$ cat config.mk
export PLATFORM = sky130hd
export DESIGN_NAME = q4_block_dequant_dot_product
export DESIGN_NICKNAME = d
export VERILOG_FILES = /design/src/rtl/q4dq_pkg.sv /design/src/rtl/q4dq_ctrl.sv /design/src/rtl/q4dq_datapath.sv /design/src/rtl/q4_block_dequant_dot_product.sv
export SDC_FILE = /design/constraint.sdc
export NUM_CORES = 2
export LEC_CHECK = 0
export BUFFER_PORTS_ARGS = -buffer_cell sky130_fd_sc_hd__clkbuf_2
export CORE_UTILIZATION = 30
export CTS_BUF_LIST = sky130_fd_sc_hd__clkbuf_4 sky130_fd_sc_hd__clkbuf_8
export CTS_CLUSTER_DIAMETER = 40
export DETAILED_ROUTE_END_ITERATION = 12
export MAX_ROUTING_LAYER = met4
export SLEW_MARGIN = 30
export SYNTH_ARGS = -nofsm -noshare
export SYNTH_HDL_FRONTEND = slang
export SYNTH_SLANG_ARGS = --single-unit
$ cat constraint.sdc
create_clock -name i_clk -period 8.4 [get_ports i_clk]
set_input_delay 0.84 -clock i_clk [delete_from_list [all_inputs] [get_ports i_clk]]
set_output_delay 0.84 -clock i_clk [all_outputs]
set_load 0.05 [all_outputs]
$ cat src/rtl/q4dq_pkg.sv
package q4dq_pkg;

    localparam int BLOCK_WEIGHTS = 32;
    localparam int PAIRS         = BLOCK_WEIGHTS / 2;
    localparam int POS_W         = (PAIRS > 1) ? $clog2(PAIRS) : 1;
    localparam int NIB_W         = 4;
    localparam int NIB_BIAS      = 8;
    localparam int ACT_W         = 16;
    localparam int SCALE_W       = 16;
    // sum of two weight*activation products: 5-bit weights times 16-bit activations
    localparam int PAIR_W        = ACT_W + 5;
    localparam int PART_W        = PAIR_W + $clog2(PAIRS);
    localparam int PROD_W        = PART_W + SCALE_W + 1;
    localparam int TOTAL_W       = 56;

    typedef struct packed {
        logic accept;     // take the input word into the block partial
        logic last;       // accepted word ends the vector
        logic mul;        // scale the finished block partial
        logic acc;        // add the scaled partial into the total
        logic emit;       // load the output register and clear the vector
    } t_cmd;

    typedef struct packed {
        logic block_end;  // current pair closes a block
    } t_status;

endpackage

$ cat src/rtl/q4dq_ctrl.sv
module q4dq_ctrl
    import q4dq_pkg::*;
(
    input  logic    i_clk,
    input  logic    i_rst_n,
    input  logic    i_valid,
    input  logic    i_last_item,
    input  logic    i_ready,
    input  t_status i_status,
    output logic    o_ready,
    output logic    o_valid,
    output t_cmd    o_cmd
);

    typedef enum logic [1:0] {
        S_RUN,
        S_MUL,
        S_ACC,
        S_EMIT
    } t_state;

    t_state r_state;
    logic   r_last;
    logic   r_out_valid;
    t_cmd   n_cmd;

    always_comb begin
        n_cmd        = '0;
        n_cmd.accept = (r_state == S_RUN) && i_valid;
        n_cmd.last   = i_last_item;
        n_cmd.mul    = (r_state == S_MUL);
        n_cmd.acc    = (r_state == S_ACC);
        n_cmd.emit   = (r_state == S_EMIT) && (!r_out_valid || i_ready);
    end

    always_ff @(posedge i_clk) begin
        if (!i_rst_n) begin
            r_state     <= S_RUN;
            r_last      <= 1'b0;
            r_out_valid <= 1'b0;
        end else begin
            // load a new word, or drop the old one once the receiver takes it
            if (n_cmd.emit) begin
                r_out_valid <= 1'b1;
            end else if (r_out_valid && i_ready) begin
                r_out_valid <= 1'b0;
            end
            unique case (r_state)
                S_RUN: begin
                    if (n_cmd.accept) begin
                        r_last <= i_last_item;
                        if (i_status.block_end) begin
                            r_state <= S_MUL;
                        end else if (i_last_item) begin
                            r_state <= S_EMIT;
                        end
                    end
                end
                S_MUL: begin
                    r_state <= S_ACC;
                end
                S_ACC: begin
                    r_state <= r_last ? S_EMIT : S_RUN;
                end
                S_EMIT: begin
                    if (n_cmd.emit) begin
                        r_state <= S_RUN;
                    end
                end
                default: begin
                    r_state <= S_RUN;
                end
            endcase
        end
    end

    assign o_ready = (r_state == S_RUN);
    assign o_valid = r_out_valid;
    assign o_cmd   = n_cmd;

endmodule

$ cat src/rtl/q4dq_datapath.sv
module q4dq_datapath
    import q4dq_pkg::*;
(
    input  logic                      i_clk,
    input  logic                      i_rst_n,
    input  t_cmd                      i_cmd,
    input  logic [7:0]                i_packed_pair,
    input  logic [SCALE_W-1:0]        i_block_scale_in,
    input  logic signed [ACT_W-1:0]   i_act_even,
    input  logic signed [ACT_W-1:0]   i_act_odd,
    output t_status                   o_status,
    output logic signed [TOTAL_W-1:0] o_dot_sum
);

    localparam logic [POS_W-1:0] LAST_POS = POS_W'(PAIRS - 1);

    logic [POS_W-1:0]          r_pos;
    logic [SCALE_W-1:0]        r_scale;
    logic signed [PART_W-1:0]  r_partial;
    logic signed [PROD_W-1:0]  r_prod;
    logic signed [TOTAL_W-1:0] r_total;
    logic signed [TOTAL_W-1:0] r_dot_sum;

    logic signed [4:0]         w_even;
    logic signed [4:0]         w_odd;
    logic signed [PAIR_W-1:0]  pair_sum;
    logic signed [PART_W-1:0]  n_partial;
    logic signed [TOTAL_W:0]   sum_wide;
    logic signed [TOTAL_W-1:0] n_total;

    always_comb begin
        w_even   = $signed({1'b0, i_packed_pair[NIB_W-1:0]}) - 5'sd8;
        w_odd    = $signed({1'b0, i_packed_pair[2*NIB_W-1:NIB_W]}) - 5'sd8;
        pair_sum = PAIR_W'(w_even) * PAIR_W'(i_act_even)
                 + PAIR_W'(w_odd) * PAIR_W'(i_act_odd);
        // first pair of a block restarts the partial
        if (r_pos == '0) begin
            n_partial = PART_W'(pair_sum);
        end else begin
            n_partial = r_partial + PART_W'(pair_sum);
        end
        sum_wide = (TOTAL_W + 1)'(r_total) + (TOTAL_W + 1)'(r_prod);
        // clamp when the carry disagrees with the sign
        if (sum_wide[TOTAL_W] != sum_wide[TOTAL_W-1]) begin
            n_total = sum_wide[TOTAL_W] ? {1'b1, {(TOTAL_W-1){1'b0}}}
                                        : {1'b0, {(TOTAL_W-1){1'b1}}};
        end else begin
            n_total = sum_wide[TOTAL_W-1:0];
        end
    end

    always_ff @(posedge i_clk) begin
        if (!i_rst_n) begin
            r_pos   <= '0;
            r_total <= '0;
        end else begin
            if (i_cmd.accept) begin
                if (r_pos == '0) begin
                    r_scale <= i_block_scale_in;
                end
                r_partial <= n_partial;
                if (r_pos == LAST_POS || i_cmd.last) begin
                    r_pos <= '0;
                end else begin
                    r_pos <= r_pos + 1'b1;
                end
            end
            if (i_cmd.mul) begin
                r_prod <= PROD_W'(r_partial) * PROD_W'($signed({1'b0, r_scale}));
            end
            if (i_cmd.acc) begin
                r_total <= n_total;
            end
            if (i_cmd.emit) begin
                r_dot_sum <= r_total;
                r_total   <= '0;
            end
        end
    end

    assign o_status.block_end = (r_pos == LAST_POS);
    assign o_dot_sum          = r_dot_sum;

endmodule

$ cat src/rtl/q4_block_dequant_dot_product.sv
// Q4 block-dequantizing dot product.
// Input channel (i_valid / o_ready): one word per packed weight pair with its
// two Q4.12 activations; the block scale is sampled on the first pair of each
// block, and i_last_item marks the final pair of a vector.
// Output channel (o_valid / i_ready): one 56-bit Q.24 saturated dot product
// per vector, covering complete blocks only.
// Throughput: one word per cycle within a block. A word that closes a block
// holds off the input while the block partial is scaled in a registered
// multiply (S_MUL) and then added to the saturating total (S_ACC). A last
// word, after any such scaling, passes through S_EMIT, which waits for the
// output register to drain and then loads it, raising o_valid.
// The output register holds the result while the receiver stalls; the next
// vector streams in meanwhile, and only a following last word waits for the
// register to drain.
// Reset clears the pair position, the total and the output valid; the block
// is ready for a new vector once reset is released.
module q4_block_dequant_dot_product
    import q4dq_pkg::*;
(
    input  logic                      i_clk,
    input  logic                      i_rst_n,
    input  logic                      i_valid,
    output logic                      o_ready,
    input  logic [7:0]                i_packed_pair,
    input  logic [SCALE_W-1:0]        i_block_scale_in,
    input  logic signed [ACT_W-1:0]   i_act_even,
    input  logic signed [ACT_W-1:0]   i_act_odd,
    input  logic                      i_last_item,
    output logic                      o_valid,
    input  logic                      i_ready,
    output logic signed [TOTAL_W-1:0] o_dot_sum
);

    t_cmd    cmd;
    t_status status;

    q4dq_ctrl u_ctrl (
        .i_clk       (i_clk),
        .i_rst_n     (i_rst_n),
        .i_valid     (i_valid),
        .i_last_item (i_last_item),
        .i_ready     (i_ready),
        .i_status    (status),
        .o_ready     (o_ready),
        .o_valid     (o_valid),
        .o_cmd       (cmd)
    );

    q4dq_datapath u_datapath (
        .i_clk            (i_clk),
        .i_rst_n          (i_rst_n),
        .i_cmd            (cmd),
        .i_packed_pair    (i_packed_pair),
        .i_block_scale_in (i_block_scale_in),
        .i_act_even       (i_act_even),
        .i_act_odd        (i_act_odd),
        .o_status         (status),
        .o_dot_sum        (o_dot_sum)
    );

    a_block_end_stalls: assert property (@(posedge i_clk) disable iff (!i_rst_n)
        (i_valid && o_ready && status.block_end) |=> !o_ready)
        else $error("input taken while a finished block is being scaled");

    a_last_stalls: assert property (@(posedge i_clk) disable iff (!i_rst_n)
        (i_valid && o_ready && i_last_item) |=> !o_ready)
        else $error("input taken before the vector result was loaded");

    a_emit_loads: assert property (@(posedge i_clk) disable iff (!i_rst_n)
        cmd.emit |=> o_valid)
        else $error("result load did not raise output valid");

endmodule
==> impl_metrics.csv <==
group,metric,value,unit
synth,yosysSeqAreaShare,17.5,%
timing,timing.final.crit_share,90.5,%
synth,ys_warn_count,0,
min_path,hold_path.class,"in -> reg",
clock_network,cts_root_buf,"clkbuf_8",
synth,synth_compound_area_share,10.9,%
clock_network,cts_max_path_buffers,3,
setup_path,critPathMostFrequentCell,"fa_1",
floorplanning,die_y,324,µm
timing,setup-violations-final,0,
setup_path,path_max_fanout,7,
min_path,hold_start,"i_block_scale_in[15]",
layout,layout_commonest_cell,"inv_1",
drt,wl,73200,µm
grt,grtUsageTotal,14.6,%
grt,grt_pass1_vias,23200,
floorplanning,start_util,30.4,%
timing,tightest_slew,926,ps
setup_path,slowest_delay,550,ps
layout,area_growth,10.0,%
layout,final_nets,4243,
drt,detail_route.vias_per_cell,4.66,
synth,synth_xor_area_share,3.83,%
timing,fin_skew,28.2,ps
clock_network,post-cts-setup-buffers,0,
grt,grt_pass1_wl,121000,µm
status,status,"completed",
setup_path,worstSetupPathType,"in -> reg",
setup_path,start_kind,"input pin",
clock_network,clk_pin_slew,60,ps
timing,finalHoldViolations,0,
synth,synth_area_leaders,"fa_1 (34%), edfxtp_1 (13%), ha_1 (9.6%)",
setup_path,critPathRequiredTime,8770,ps
drt,drt_iter0_drc,1304,
setup_path,reg2reg_from,"u_datapath.r_scale[2]",
layout,drive_gt1_share,8.25,%
synth,synth_area_leader_cell,"fa_1",
clock_network,clock_latency,620,ps
drt,drc,0,
synth,synth_edf_count,139,
synth,synthFlopType,"edfxtp_1",
setup_path,endpoint_kind,"flop",
setup_path,crit_arrival,7970,ps
grt,gr-total-overflow,0,
clock_network,cts.sinks,203,
run,maxCapViolCount,0,
setup_path,worst_path_max_delay_cell,"fa_1",
placed_design,numPortBuffers,118,
grt,antenna_found_initial,5,
synth,synth.area.mux_share,0.209,%
synth,syn-num-nets,4169,
synth,ys_types,73,
timing,slew_headroom,38.3,%
clock_network,htreeDepth,2,
timing,rsz0062_at_grt,"false",
synth,synth-adder-area-share,43.5,%
synth,synth_top_family_by_area,"adder cells",
grt,grt_max_degree,57,
placed_design,dpl-instance-area,0.0332,mm²
synth,syn_area_per_cell,9.31,µm²
clock_network,cts_buffers,45,
synth,synth_area,0.0311,mm²
timing,min_period,7600,ps
placed_design,gp_congestion,0.911,
synth,async_flop_share,0,%
placed_design,dp_hpwl,60100,µm
synth,ys_ff_latch,203,
drt,wl_per_cell,15.2,µm
clock_network,cts.repair.resized,0,
layout,final_cell_mix,"inv_1 (621), fa_1 (528), nand2_1 (412), ha_1 (238), and2_1 (231)",
synth,syn_inst,3342,
timing,finalMaxSlewViolations,0,
drt,vias,22500,
floorplanning,dieArea,0.105,mm²
floorplanning,boundaryPins,119,
timing,timing.fmax,0.132,GHz
synth,synth_top_area_share,34.0,%
clock_network,cts_tree,"built",
floorplanning,die_w,324,µm
floorplanning,fp.coreArea,0.102,mm²
layout,fin_area,0.0342,mm²
floorplanning,placementRows,117,
clock_network,cts_hold_buf,0,
drt,drt_first_pass_iters,7,
drt,ant_nets,0,
synth,synth-simple-area-share,14.8,%
setup_path,critPathLaunch,"i_packed_pair[3]",
-- synth_stat cells, types with 5 or more instances --
cell type / n
or2_2: 20
edfxtp_1: 139
and3_1: 18
o21bai_1: 21
clkbuf_1: 109
a211o_1: 8
buf_6: 5
xnor2_1: 100
and2_1: 232
nand4_1: 21
nand3b_1: 5
nand2b_1: 21
o31ai_1: 9
ha_1: 238
a211oi_1: 26
a21oi_2: 10
a31oi_1: 13
a21oi_1: 165
nor3_1: 32
nand3_1: 23
buf_2: 5
o211ai_1: 11
xor2_1: 36
inv_1: 621
a21boi_0: 6
nand2_1: 412
nor2b_1: 40
nor2_1: 107
fa_1: 528
dfxtp_1: 64
a21o_1: 53
o21ai_0: 139
o21a_1: 25
-- state kept, by name, indices dropped and copies added (netlist names) --
name / flops
u_datapath.r_pos: 4
u_datapath.r_prod: 42
u_ctrl.o_valid: 1
u_datapath.r_total: 56
u_ctrl.r_last: 1
u_datapath.r_partial: 25
u_ctrl.r_state: 2
u_datapath.o_dot_sum: 56
u_datapath.r_scale: 16
-- kinds of logic (layout without fill, tap and decap cells) --
family          Yosys count  in the layout
compound gates          536            536
mux                       6              6
fa+ha+maj               766            766
flops                   203            203
simple gates            951            951
other cells               0              5
xor+xnor                136            136
buf+inv                 744            855
-- worst paths after layout --
check,to,slack [ps],cells past startpoint
worst max-delay path,u_datapath.r_partial[21],800,29
worst min-delay path,u_datapath.r_scale[15],410,1
worst max register to register,u_datapath.r_prod[40],980,23
worst min register to register,u_datapath.o_dot_sum[51],470,0
-- per-layer routing --
layer  vias up  global-route usage, %  share of wire, %
li1      10800                      -                 -
met1     11100                   19.9                48
met2       537                   22.4                45
met3       106                   2.43               5.4
met4         0                   3.61               2.0
met5         -                      -                 0
-- area by class of cell --
cell class                      count  area, µm²
Fill cell                       10600      68100
Multi-Input combinational cell   2395      22900
Inverter                          621       2330
Sequential cell                   203       5460
Tap cell                         1368       1710
Antenna cell                        5       12.5
Clock buffer                       63        779
Clock inverter                     21        259
Timing Repair Buffer              150        838
-- through the flow --
stage	cells	setup WS, ps	TNS, ps	utilization [%]	hold slack (ps)
after CTS	4820	571	0	33.4	350
after global placement	4735	4.71	0	32.4	454
after global routing	4826	353	0	33.5	360
final	4826	801	0	33.5	407
after detailed placement	4736	-122	-122	32.4	459
after floorplan	3342	506	0	-	431
-- worst max-delay path: cells and delay by family --
| kind | cells | cell delay [ps] |
|---|---|---|
| xor+xnor | 1 | 160 |
| compound gates | 13 | 2700 |
| simple gates | 5 | 780 |
| buf+inv | 3 | 440 |
| fa+ha+maj | 7 | 3020 |
Power is not shown: default switching activity piles up to over one toggle a cycle in this logic, so the estimate is an artifact.
